`config.mk`:
```
export PLATFORM = sky130hd
export DESIGN_NAME = oscillation_peak_analyzer_top
export DESIGN_NICKNAME = d
export VERILOG_FILES = /design/src/hdl/opa_pkg.sv /design/src/hdl/oscillation_peak_analyzer_top.sv /design/src/hdl/opa_div.sv /design/src/hdl/opa_datapath.sv /design/src/hdl/opa_ctrl.sv
export VERILOG_INCLUDE_DIRS = /design/src /design/src/hdl
export SDC_FILE = /design/constraint.sdc
export NUM_CORES = 2
export LEC_CHECK = 0
export ABC_CLOCK_PERIOD_IN_PS = 8590
export BUFFER_PORTS_ARGS = -buffer_cell sky130_fd_sc_hd__clkbuf_2
export CAP_MARGIN = 25
export CORE_MARGIN = 1.5
export CORE_UTILIZATION = 65
export DETAILED_ROUTE_END_ITERATION = 16
export PLACE_DENSITY = 0.83
export SLEW_MARGIN = 20
export SYNTH_ARGS = -nofsm -noshare
export SYNTH_HDL_FRONTEND = slang
export SYNTH_SLANG_ARGS = --single-unit
```
`constraint.sdc`:
```
create_clock -name i_clk -period 8.59 [get_ports i_clk]
set_input_delay 1.2885 -clock i_clk [delete_from_list [all_inputs] [get_ports i_clk]]
set_output_delay 1.2885 -clock i_clk [all_outputs]
set_load 0.01 [all_outputs]
```
`src/hdl/oscillation_peak_analyzer_top_assert.svh`:
```
// Assertion macros shared by the analyzer modules.
// Each expects i_clk and i_rst_n in the scope of the module that uses it.
`ifndef OSCILLATION_PEAK_ANALYZER_TOP_ASSERT_SVH
`define OSCILLATION_PEAK_ANALYZER_TOP_ASSERT_SVH

// Same-cycle implication.
`define OPA_ASSERT_IMPLY(label, ante, cons, msg) \
    label: assert property (@(posedge i_clk) disable iff (!i_rst_n) (ante) |-> (cons)) \
        else $error(msg);

// Next-cycle implication.
`define OPA_ASSERT_NEXT(label, ante, cons, msg) \
    label: assert property (@(posedge i_clk) disable iff (!i_rst_n) (ante) |=> (cons)) \
        else $error(msg);

`endif

```
`src/hdl/opa_pkg.sv`:
```
package opa_pkg;

    localparam int SampleW   = 24;
    localparam int MagW      = SampleW;
    localparam int P2pW      = SampleW + 1;
    localparam int CountW    = 15;
    localparam int IndexW    = 14;
    localparam int PeakCntW  = 5;
    localparam int GapSumW   = 15;
    localparam int GapCntW   = 5;
    localparam int ChangeW   = 29;
    localparam int TolW      = 16;
    localparam int TolCntW   = TolW + PeakCntW;
    localparam int RhsW      = TolCntW + SampleW;
    localparam int LhsShift  = 17;
    localparam int LhsW      = ChangeW + LhsShift;
    localparam int FracW     = 8;
    localparam int DivW      = GapSumW + FracW;
    localparam int PeriodW   = 22;
    localparam int OutDataW  = 64;
    localparam int CfgIdxW   = 2;
    localparam int CfgDataW  = 16;

    localparam int MaxPeaks  = 20;
    localparam int RunLength = 16384;
    localparam int MinPeaks  = 3;
    localparam int MinGaps   = 2;

    localparam logic [TolW-1:0]   TolReset        = 16'd655;
    localparam logic [CountW-1:0] MinSamplesReset = 15'd100;
    localparam logic [IndexW-1:0] SkipReset       = 14'd50;
    localparam logic [IndexW-1:0] MinGapReset     = 14'd10;

    typedef enum logic [CfgIdxW-1:0] {
        CFG_TOLERANCE   = 2'd0,
        CFG_MIN_SAMPLES = 2'd1,
        CFG_SKIP        = 2'd2,
        CFG_MIN_GAP     = 2'd3
    } t_cfg_reg;

    typedef struct packed {
        logic load;
        logic classify;
        logic update;
        logic calc;
        logic mult;
        logic div_start;
        logic out_load;
    } t_cmd;

    typedef struct packed {
        logic div_done;
    } t_status;

endpackage

```
`src/hdl/oscillation_peak_analyzer_top.sv`:
```
// Oscillation peak analyzer: takes plant output samples (signed 24 bit) and, for each one,
// returns the oscillation verdict, peak-to-peak value, mean period between maxima (Q14.8
// ticks) and the maxima/minima counts. Setting tuser on a sample clears the run first.
// A result is formed in order by classify, update, combine, one multiply stage and then
// the 23-step serial divider that forms the mean period. The next sample is taken only
// once the result of the last one is loaded, so s_axis_tready is high only while no
// sample is in work; a result waiting in the output register does not block the next
// sample, but that sample then holds before its result is loaded until the waiting one
// is taken. Configuration writes go through i_cfg_we/i_cfg_index/i_cfg_data; the user
// must make them only while idle, as the block itself does not enforce it.
module oscillation_peak_analyzer_top (
    input  logic                             i_clk,
    input  logic                             i_rst_n,
    input  logic                             i_cfg_we,
    input  logic [opa_pkg::CfgIdxW-1:0]       i_cfg_index,
    input  logic [opa_pkg::CfgDataW-1:0]      i_cfg_data,
    input  logic                             s_axis_tvalid,
    output logic                             s_axis_tready,
    input  logic [23:0]                      s_axis_tdata,  // [23:0] sample
    input  logic [0:0]                       s_axis_tuser,  // [0] first_of_run
    output logic                             m_axis_tvalid,
    input  logic                             m_axis_tready,
    // [0] oscillating, [25:1] peak_to_peak, [47:26] period_ticks,
    // [52:48] maxima_found, [57:53] minima_found, [63:58] zero
    output logic [opa_pkg::OutDataW-1:0]      m_axis_tdata
);

    opa_pkg::t_cmd    w_cmd;
    opa_pkg::t_status w_status;

    logic                                 w_osc;
    logic signed [opa_pkg::P2pW-1:0]      w_p2p;
    logic [opa_pkg::PeriodW-1:0]          w_period;
    logic [opa_pkg::PeakCntW-1:0]         w_maxf;
    logic [opa_pkg::PeakCntW-1:0]         w_minf;

    opa_ctrl u_ctrl (
        .i_clk       (i_clk),
        .i_rst_n     (i_rst_n),
        .i_in_valid  (s_axis_tvalid),
        .o_in_ready  (s_axis_tready),
        .o_out_valid (m_axis_tvalid),
        .i_out_ready (m_axis_tready),
        .i_status    (w_status),
        .o_cmd       (w_cmd)
    );

    opa_datapath u_datapath (
        .i_clk       (i_clk),
        .i_rst_n     (i_rst_n),
        .i_cfg_we    (i_cfg_we),
        .i_cfg_index (i_cfg_index),
        .i_cfg_data  (i_cfg_data),
        .i_sample    (s_axis_tdata),
        .i_first     (s_axis_tuser[0]),
        .i_cmd       (w_cmd),
        .o_status    (w_status),
        .o_osc       (w_osc),
        .o_p2p       (w_p2p),
        .o_period    (w_period),
        .o_maxf      (w_maxf),
        .o_minf      (w_minf)
    );

    assign m_axis_tdata = {6'b0, w_minf, w_maxf, w_period, w_p2p, w_osc};

endmodule

```
`src/hdl/opa_div.sv`:
```
module opa_div (
    input  logic                       i_clk,
    input  logic                       i_rst_n,
    input  logic                       i_start,
    input  logic [opa_pkg::DivW-1:0]    i_dividend,
    input  logic [opa_pkg::GapCntW-1:0] i_divisor,
    output logic                       o_done,
    output logic [opa_pkg::DivW-1:0]    o_quotient
);

    localparam int CntW = $clog2(opa_pkg::DivW);

    logic                        r_busy;
    logic                        r_done;
    logic [CntW-1:0]             r_cnt;
    logic [opa_pkg::GapCntW-1:0] r_rem;
    logic [opa_pkg::DivW-1:0]    r_quo;

    logic [opa_pkg::GapCntW:0]   w_trial;
    logic [opa_pkg::GapCntW:0]   w_diff;
    logic                        w_ge;

    // One quotient bit a cycle, restoring.
    assign w_trial = {r_rem, r_quo[opa_pkg::DivW-1]};
    assign w_ge    = w_trial >= {1'b0, i_divisor};
    assign w_diff  = w_trial - {1'b0, i_divisor};

    always_ff @(posedge i_clk) begin
        if (!i_rst_n) begin
            r_busy <= 1'b0;
            r_done <= 1'b0;
            r_cnt  <= '0;
        end else begin
            r_done <= 1'b0;
            if (i_start) begin
                r_busy <= 1'b1;
                r_cnt  <= CntW'(opa_pkg::DivW - 1);
            end else if (r_busy) begin
                if (r_cnt == '0) begin
                    r_busy <= 1'b0;
                    r_done <= 1'b1;
                end else begin
                    r_cnt <= r_cnt - 1'b1;
                end
            end
        end
    end

    always_ff @(posedge i_clk) begin
        if (i_start) begin
            r_quo <= i_dividend;
            r_rem <= '0;
        end else if (r_busy) begin
            r_quo <= {r_quo[opa_pkg::DivW-2:0], w_ge};
            r_rem <= w_ge ? w_diff[opa_pkg::GapCntW-1:0] : w_trial[opa_pkg::GapCntW-1:0];
        end
    end

    assign o_done     = r_done;
    assign o_quotient = r_quo;

endmodule

```
`src/hdl/opa_datapath.sv`:
```
`include "oscillation_peak_analyzer_top_assert.svh"

module opa_datapath (
    input  logic                               i_clk,
    input  logic                               i_rst_n,
    input  logic                               i_cfg_we,
    input  logic [opa_pkg::CfgIdxW-1:0]         i_cfg_index,
    input  logic [opa_pkg::CfgDataW-1:0]        i_cfg_data,
    input  logic signed [opa_pkg::SampleW-1:0]  i_sample,
    input  logic                               i_first,
    input  opa_pkg::t_cmd                      i_cmd,
    output opa_pkg::t_status                   o_status,
    output logic                               o_osc,
    output logic signed [opa_pkg::P2pW-1:0]     o_p2p,
    output logic [opa_pkg::PeriodW-1:0]         o_period,
    output logic [opa_pkg::PeakCntW-1:0]        o_maxf,
    output logic [opa_pkg::PeakCntW-1:0]        o_minf
);

    localparam int SW = opa_pkg::SampleW;

    localparam logic signed [SW-1:0] SMax = {1'b0, {(SW-1){1'b1}}};
    localparam logic signed [SW-1:0] SMin = {1'b1, {(SW-1){1'b0}}};

    // configuration
    logic [opa_pkg::TolW-1:0]   r_tol;
    logic [opa_pkg::CountW-1:0] r_min_samples;
    logic [opa_pkg::IndexW-1:0] r_skip;
    logic [opa_pkg::IndexW-1:0] r_min_gap;

    // run state
    logic signed [SW-1:0]          r_older;
    logic signed [SW-1:0]          r_middle;
    logic signed [SW-1:0]          r_cur;
    logic [opa_pkg::CountW-1:0]    r_sample_count;
    logic [opa_pkg::PeakCntW-1:0]  r_max_cnt;
    logic [opa_pkg::PeakCntW-1:0]  r_min_cnt;
    logic signed [SW-1:0]          r_highest;
    logic signed [SW-1:0]          r_lowest;
    logic [opa_pkg::IndexW-1:0]    r_last_idx;
    logic [opa_pkg::MagW-1:0]      r_last_mag;
    logic [opa_pkg::GapSumW-1:0]   r_gap_sum;
    logic [opa_pkg::GapCntW-1:0]   r_gap_cnt;
    logic [opa_pkg::ChangeW-1:0]   r_change_sum;

    // per-sample working registers
    logic                          r_is_max;
    logic                          r_is_min;
    logic [opa_pkg::IndexW-1:0]    r_idx;
    logic [opa_pkg::IndexW-1:0]    r_gap;
    logic [opa_pkg::MagW-1:0]      r_mag;
    logic signed [opa_pkg::P2pW-1:0] r_p2p;
    logic [opa_pkg::TolCntW-1:0]   r_tol_cnt;
    logic [opa_pkg::RhsW-1:0]      r_rhs;

    // result register
    logic                          r_out_osc;
    logic signed [opa_pkg::P2pW-1:0] r_out_p2p;
    logic [opa_pkg::PeriodW-1:0]   r_out_period;
    logic [opa_pkg::PeakCntW-1:0]  r_out_maxf;
    logic [opa_pkg::PeakCntW-1:0]  r_out_minf;

    logic [opa_pkg::IndexW-1:0]    w_idx;
    logic                          w_window;
    logic [opa_pkg::MagW-1:0]      w_mag;
    logic [opa_pkg::MagW-1:0]      w_mag_diff;
    logic                          w_clear;
    logic                          w_div_done;
    logic [opa_pkg::DivW-1:0]      w_quotient;
    logic [opa_pkg::LhsW-1:0]      w_lhs;
    logic                          w_enough;
    logic                          w_osc;
    logic [opa_pkg::PeriodW-1:0]   w_period;

    always_ff @(posedge i_clk) begin
        if (!i_rst_n) begin
            r_tol         <= opa_pkg::TolReset;
            r_min_samples <= opa_pkg::MinSamplesReset;
            r_skip        <= opa_pkg::SkipReset;
            r_min_gap     <= opa_pkg::MinGapReset;
        end else if (i_cfg_we) begin
            case (i_cfg_index)
                opa_pkg::CFG_TOLERANCE:   r_tol <= i_cfg_data;
                opa_pkg::CFG_MIN_SAMPLES: r_min_samples <= i_cfg_data[opa_pkg::CountW-1:0];
                opa_pkg::CFG_SKIP:        r_skip <= i_cfg_data[opa_pkg::IndexW-1:0];
                opa_pkg::CFG_MIN_GAP:     r_min_gap <= i_cfg_data[opa_pkg::IndexW-1:0];
                default: ;
            endcase
        end
    end

    // The sample before the newest one sits at index count-1.
    assign w_idx    = opa_pkg::IndexW'(r_sample_count - 1'b1);
    assign w_window = (r_sample_count < opa_pkg::CountW'(opa_pkg::RunLength))
                   && (r_sample_count >= opa_pkg::CountW'(2))
                   && (w_idx >= r_skip);
    assign w_mag    = r_middle[SW-1] ? (opa_pkg::MagW'(0) - opa_pkg::MagW'(r_middle))
                                     : opa_pkg::MagW'(r_middle);
    assign w_mag_diff = (r_mag > r_last_mag) ? (r_mag - r_last_mag) : (r_last_mag - r_mag);
    assign w_clear  = i_cmd.load && i_first;

    always_ff @(posedge i_clk) begin
        if (!i_rst_n || w_clear) begin
            r_older        <= '0;
            r_middle       <= '0;
            r_sample_count <= '0;
            r_max_cnt      <= '0;
            r_min_cnt      <= '0;
            r_highest      <= SMin;
            r_lowest       <= SMax;
            r_last_idx     <= '0;
            r_last_mag     <= '0;
            r_gap_sum      <= '0;
            r_gap_cnt      <= '0;
            r_change_sum   <= '0;
        end else if (i_cmd.update) begin
            if (r_is_max) begin
                if (r_max_cnt != '0) begin
                    if (r_gap > r_min_gap) begin
                        r_gap_sum <= r_gap_sum + opa_pkg::GapSumW'(r_gap);
                        r_gap_cnt <= r_gap_cnt + 1'b1;
                    end
                    r_change_sum <= r_change_sum + opa_pkg::ChangeW'(w_mag_diff);
                end
                r_last_idx <= r_idx;
                r_last_mag <= r_mag;
                if (r_middle > r_highest) begin
                    r_highest <= r_middle;
                end
                r_max_cnt <= r_max_cnt + 1'b1;
            end
            if (r_is_min) begin
                if (r_middle < r_lowest) begin
                    r_lowest <= r_middle;
                end
                r_min_cnt <= r_min_cnt + 1'b1;
            end
            if (r_sample_count < opa_pkg::CountW'(opa_pkg::RunLength)) begin
                r_sample_count <= r_sample_count + 1'b1;
            end
            r_older  <= r_middle;
            r_middle <= r_cur;
        end
    end

    always_ff @(posedge i_clk) begin
        if (i_cmd.load) begin
            r_cur <= i_sample;
        end
        if (i_cmd.classify) begin
            r_is_max <= w_window && (r_middle > r_older) && (r_middle > r_cur)
                     && (r_max_cnt < opa_pkg::PeakCntW'(opa_pkg::MaxPeaks));
            r_is_min <= w_window && (r_middle < r_older) && (r_middle < r_cur)
                     && (r_min_cnt < opa_pkg::PeakCntW'(opa_pkg::MaxPeaks));
            r_idx    <= w_idx;
            r_gap    <= w_idx - r_last_idx;
            r_mag    <= w_mag;
        end
        if (i_cmd.calc) begin
            if (r_max_cnt >= opa_pkg::PeakCntW'(opa_pkg::MinPeaks)
                    && r_min_cnt >= opa_pkg::PeakCntW'(opa_pkg::MinPeaks)) begin
                r_p2p <= opa_pkg::P2pW'(r_highest) - opa_pkg::P2pW'(r_lowest);
            end else begin
                r_p2p <= '0;
            end
            r_tol_cnt <= opa_pkg::TolCntW'(r_tol)
                       * opa_pkg::TolCntW'(r_max_cnt - 1'b1);
        end
        // The product is used only for a positive peak-to-peak value, which 24 bits carry.
        if (i_cmd.mult) begin
            r_rhs <= opa_pkg::RhsW'(r_tol_cnt) * opa_pkg::RhsW'(r_p2p[SW-1:0]);
        end
    end

    opa_div u_div (
        .i_clk      (i_clk),
        .i_rst_n    (i_rst_n),
        .i_start    (i_cmd.div_start),
        .i_dividend ({r_gap_sum, {opa_pkg::FracW{1'b0}}}),
        .i_divisor  (r_gap_cnt),
        .o_done     (w_div_done),
        .o_quotient (w_quotient)
    );

    assign w_lhs    = {r_change_sum, {opa_pkg::LhsShift{1'b0}}};
    assign w_enough = (r_sample_count >= r_min_samples)
                   && (r_max_cnt >= opa_pkg::PeakCntW'(opa_pkg::MinPeaks))
                   && (r_min_cnt >= opa_pkg::PeakCntW'(opa_pkg::MinPeaks))
                   && (r_gap_cnt >= opa_pkg::GapCntW'(opa_pkg::MinGaps));

    always_comb begin
        w_osc = 1'b0;
        if (w_enough) begin
            if (r_p2p[opa_pkg::P2pW-1]) begin
                w_osc = (r_change_sum != '0) || (r_tol != '0);
            end else if (r_p2p != '0) begin
                w_osc = w_lhs < opa_pkg::LhsW'(r_rhs);
            end
        end
    end

    assign w_period = (r_gap_cnt >= opa_pkg::GapCntW'(opa_pkg::MinGaps))
                    ? w_quotient[opa_pkg::PeriodW-1:0] : '0;

    always_ff @(posedge i_clk) begin
        if (i_cmd.out_load) begin
            r_out_osc    <= w_osc;
            r_out_p2p    <= r_p2p;
            r_out_period <= w_period;
            r_out_maxf   <= r_max_cnt;
            r_out_minf   <= r_min_cnt;
        end
    end

    assign o_status.div_done = w_div_done;
    assign o_osc    = r_out_osc;
    assign o_p2p    = r_out_p2p;
    assign o_period = r_out_period;
    assign o_maxf   = r_out_maxf;
    assign o_minf   = r_out_minf;

    `OPA_ASSERT_IMPLY(a_max_cnt_bound, 1'b1,
        r_max_cnt <= opa_pkg::PeakCntW'(opa_pkg::MaxPeaks), "maxima count past limit")
    `OPA_ASSERT_IMPLY(a_sample_count_bound, 1'b1,
        r_sample_count <= opa_pkg::CountW'(opa_pkg::RunLength), "sample count past run length")

endmodule

```
`src/hdl/opa_ctrl.sv`:
```
`include "oscillation_peak_analyzer_top_assert.svh"

module opa_ctrl (
    input  logic             i_clk,
    input  logic             i_rst_n,
    input  logic             i_in_valid,
    output logic             o_in_ready,
    output logic             o_out_valid,
    input  logic             i_out_ready,
    input  opa_pkg::t_status i_status,
    output opa_pkg::t_cmd    o_cmd
);

    typedef enum logic [6:0] {
        S_IDLE     = 7'b0000001,
        S_CLASSIFY = 7'b0000010,
        S_UPDATE   = 7'b0000100,
        S_CALC     = 7'b0001000,
        S_MULT     = 7'b0010000,
        S_DIV      = 7'b0100000,
        S_DONE     = 7'b1000000
    } t_state;

    t_state r_state;
    t_state n_state;
    logic   r_out_valid;
    logic   n_out_valid;
    logic   w_out_free;

    assign w_out_free = !r_out_valid || i_out_ready;

    always_comb begin
        n_state = r_state;
        o_cmd   = '0;
        case (r_state)
            S_IDLE: begin
                o_cmd.load = i_in_valid;
                if (i_in_valid) begin
                    n_state = S_CLASSIFY;
                end
            end
            S_CLASSIFY: begin
                o_cmd.classify = 1'b1;
                n_state        = S_UPDATE;
            end
            S_UPDATE: begin
                o_cmd.update = 1'b1;
                n_state      = S_CALC;
            end
            S_CALC: begin
                o_cmd.calc      = 1'b1;
                o_cmd.div_start = 1'b1;
                n_state         = S_MULT;
            end
            S_MULT: begin
                o_cmd.mult = 1'b1;
                n_state    = S_DIV;
            end
            S_DIV: begin
                if (i_status.div_done) begin
                    n_state = S_DONE;
                end
            end
            S_DONE: begin
                // Hold until the result register is free.
                if (w_out_free) begin
                    o_cmd.out_load = 1'b1;
                    n_state        = S_IDLE;
                end
            end
            default: begin
                n_state = S_IDLE;
            end
        endcase
    end

    assign n_out_valid = o_cmd.out_load || (r_out_valid && !i_out_ready);

    always_ff @(posedge i_clk) begin
        if (!i_rst_n) begin
            r_state     <= S_IDLE;
            r_out_valid <= 1'b0;
        end else begin
            r_state     <= n_state;
            r_out_valid <= n_out_valid;
        end
    end

    assign o_in_ready  = (r_state == S_IDLE);
    assign o_out_valid = r_out_valid;

    `OPA_ASSERT_IMPLY(a_no_overwrite, o_cmd.out_load, w_out_free,
        "result loaded over a pending one")
    `OPA_ASSERT_IMPLY(a_div_done_waited, i_status.div_done, r_state == S_DIV,
        "divider finished outside its wait state")

endmodule
```
==> results.py <==
metrics = {
    "critical_path": {
        "rrSetupSlack_ns": 0.49,
        "crit_fanout": 24,
        "rr_endpoint": "u_datapath.r_rhs[36]",
        "crit_type": "register to register",
        "timing.critical_path.to_type": "register",
        "reg2regPathDepth": 23,
        "crit_arrival_ns": 8.46,
        "cp-start-kind": "register",
        "r2r_start": "u_datapath.r_tol_cnt[14]",
        "cp_data_required_time_ns": 8.95,
    },
    "route": {
        "firstDrtPassIters": 6,
        "vias_per_cell": 5.85,
        "drtIter0Drc": 3132,
        "drc": 0,
        "wire_per_inst_um": 19.3,
        "finalWirelength_um": 128000,
        "vias": 38800,
        "ant_nets": 0,
    },
    "power": {
        "intPower_w": 0.00587,
        "combPwrFrac_pct": 43.0,
        "p_leak_nw": 24.9,
        "power_frac_clock_pct": 26.5,
        "power_density_nw_per_um2": 179,
        "swShare_pct": 39.5,
        "p_sw_w": 0.00382,
        "ir_drop_mv": 0.766,
        "seq_power_share_pct": 30.5,
    },
    "cells_and_area": {
        "fill_cells": 5551,
        "fin_util_pct": 70.0,
        "antennaDiodeCount": 0,
        "drive_gt1_share_pct": 5.68,
        "final_cells": 6641,
        "layout.nets": 6650,
        "synthToLayoutAreaGrowth_pct": 7.00,
    },
    "sta": {
        "final_hold_viol_count": 0,
        "worst_pin_slew_ns": 1.11,
        "fin_setup_tns_ns": 0,
        "finalClockSkew_ns": 0.0306,
        "finalCritPeriodShare_pct": 94.3,
        "setup_slack_ns": 0.487,
        "slew_violations": 0,
        "fmax_mhz": 123,
        "post-route-min-period_ns": 8.10,
        "setup_violations": 0,
        "rsz0062_at_grt": "no",
        "slew_headroom_pct": 26.1,
        "hold-worst-slack_ns": 0.456,
    },
    "global_route": {
        "grt-ovfl-total": 0,
        "first_global_vias": 39700,
        "antenna_found_initial": 1,
        "grt_max_degree": 85,
        "grt_pass1_wl_um": 206000,
        "track_usage_pct": 33.0,
    },
    "clocking": {
        "clock-sinks": 537,
        "cts_tree": "done",
        "clock_path_buffers": 3,
        "clock_latency_ns": 0.64,
        "cts_setup_buffers": 0,
        "clockRootBuffer": "clkbuf_16",
        "clkTransAtPathRegs_ns": 0.06,
        "numCtsBuffers": 59,
        "ctsHtreeMaxLevel": 2,
        "ctsHoldBuffers": 0,
        "postCtsResizedCells": 0,
    },
    "synth": {
        "yosysSeqAreaShare_pct": 26.1,
        "synth_cell_types": 79,
        "synth_seq_cells": 537,
        "synth.largest_area_cell": "fa_1",
        "postSynthCellCount": 5542,
        "synth_top_area_share_pct": 21.3,
        "synth_edf_count": 242,
        "async_flop_share_pct": 0,
        "ys_dominant_reg_cell": "dfxtp_1",
        "yosysWarnings": 0,
        "synthTopCellsByArea": "fa_1 21%, edfxtp_1 14%, ha_1 13%, dfxtp_1 12%, inv_1 6.9%",
        "avgSynthCellArea_sq_um": 9.12,
        "netlist_area_sq_um": 50500,
    },
    "placed_design": {
        "dp.cells": 6526,
        "dp_hpwl_um": 98000,
        "place.gp.congestion": 0.956,
        "dp_slack_ns": 0.603,
        "portBuffers": 107,
    },
    "worst_hold_path": {
        "hold_start": "u_datapath.r_older[14]",
        "hp-class": "register to register",
        "worstHoldPathCells": 2,
        "min_to": "u_datapath.r_older[14]",
    },
    "die": {
        "die_w_um": 282,
        "die_height_um": 282,
        "die_area_sq_um": 79400,
        "rows": 102,
        "io_pins": 114,
        "core_area_sq_um": 77200,
        "initial_core_util_pct": 65.4,
    },
    "flow_run": {
        "drv_cap": 0,
    },
    "status": {
        "outcome": "complete, no violations",
    },
}
==> placed cells by master, fill, tap and decap left out, types with 9 or more instances in the layout <==
master     count
edfxtp_1     242
clkbuf_16     60
clkbuf_2     107
clkinv_1      12
o211ai_1      45
or4_1         12
o21a_1        37
o31ai_1       21
nor2b_1       78
nand3_1       70
nand2_1      747
mux2i_1       62
and3_1        16
or3_1         27
fa_1         538
a31oi_1       12
o21ai_0      125
a21boi_0       9
nand4_1       48
buf_4         73
a2111oi_0      9
dfxtp_1      295
nor4_1        36
nor2_1       219
xor2_1        58
a21o_1       108
and2_1       322
o21bai_1      21
nand2b_1      36
or2_2         10
ha_1         513
nor3_1        56
xnor2_1      147
a21oi_1      306
inv_1        932
a211oi_1      30
clkbuf_1       9
==> flip-flops by register name, indices dropped and copies added (netlist names), 16 cells and up <==
signal,cells
u_datapath.r_lowest,24
u_datapath.r_mag,24
u_datapath.r_change_sum,29
u_datapath.r_tol,16
u_datapath.u_div.o_quotient,23
u_datapath.o_period,22
u_datapath.r_highest,24
u_datapath.r_cur,24
u_datapath.r_p2p,25
u_datapath.o_p2p,25
u_datapath.r_tol_cnt,21
u_datapath.r_last_mag,24
u_datapath.r_middle,24
u_datapath.r_older,24
u_datapath.r_rhs,45
==> stage by stage <==
stage / area (sq um) / power (W)
floorplan: 50500 / 0.00564
global placement: 52000 / 0.00704
detailed placement: 52000 / 0.00708
CTS: 54000 / 0.00970
global route: 54100 / 0.0102
finish: 54100 / 0.00969
==> power by group through the flow <==
stage / registers, W / logic (W) / clock network (W)
6_report: 0.00296 / 0.00417 / 0.00257
2_1_floorplan: 0.00299 / 0.00265 / 0
4_1_cts: 0.00295 / 0.00415 / 0.00259
3_3_place_gp: 0.00301 / 0.00403 / 0
3_5_place_dp: 0.00301 / 0.00407 / 0
5_1_grt: 0.00296 / 0.00452 / 0.00269
==> cells in the mapped netlist (125+ instances only) <==
cell      count
fa_1        538
dfxtp_1     295
edfxtp_1    242
o21ai_0     125
inv_1       932
ha_1        513
a21oi_1     308
nand2_1     747
clkbuf_1    212
and2_1      323
xnor2_1     148
nor2_1      222
==> critical path, cell delays in order (launching register included) <==
cell and delay [ns]:
edfxtp_1 1.00, nand2_1 0.19, fa_1 0.56, inv_1 0.05
fa_1 0.51, inv_1 0.05, fa_1 0.48, inv_1 0.05
fa_1 0.50, fa_1 0.54, fa_1 0.56, inv_1 0.06
fa_1 0.53, inv_1 0.04, ha_1 0.34, nand4_1 0.15
nor4_1 0.51, o31ai_2 0.20, o31ai_1 0.57, a221o_1 0.36
o21ai_0 0.13, a21oi_1 0.25, nor2_1 0.08, xnor2_1 0.13
==> worst max-delay path by stage <==
stage	depth (start not counted)	endpoint	from
finish	23	u_datapath.r_rhs[36]	u_datapath.r_tol_cnt[14]
global route	23	u_datapath.r_rhs[36]	u_datapath.r_tol_cnt[14]
CTS	23	u_datapath.r_rhs[36]	u_datapath.r_tol_cnt[12]
detailed placement	25	u_datapath.r_rhs[44]	u_datapath.r_tol_cnt[8]
global placement	25	u_datapath.r_rhs[44]	u_datapath.r_tol_cnt[11]
floorplan	26	u_datapath.r_rhs[44]	u_datapath.r_p2p[8]
==> cell type report <==
class / count / area, sq um / share of cell area (%)
Timing Repair Buffer: 184 / 1150 / 2.13
Clock buffer: 71 / 1560 / 2.89
Inverter: 934 / 3510 / 6.48
Clock inverter: 40 / 392 / 0.724
Multi-Input combinational cell: 3835 / 33000 / 61.0
Tap cell: 1040 / 1300 / 2.41
Sequential cell: 537 / 13200 / 24.4
==> kinds of logic after synthesis <==
group	Yosys count	share of synthesized area, %
and+or+nand+nor	1709	16.2
buffers and inverters	1175	8.82
adders and majority gates	1051	34.0
AOI/OAI and AO/OA	797	10.0
DFF	537	26.1
xor gates and xnor gates	206	3.57
muxes	66	1.32
other	1	0.00742
==> routing by layer <==
layer  track usage (%)  up-vias  part of all wire, %
met1              41.9    19000                   39
met5                 0        -                    0
met4              17.6        0                  6.0
met2              54.7     1514                   47
met3              5.14      424                  7.5
li1                  -    17900                    -
(Power assumes the default switching activity.)
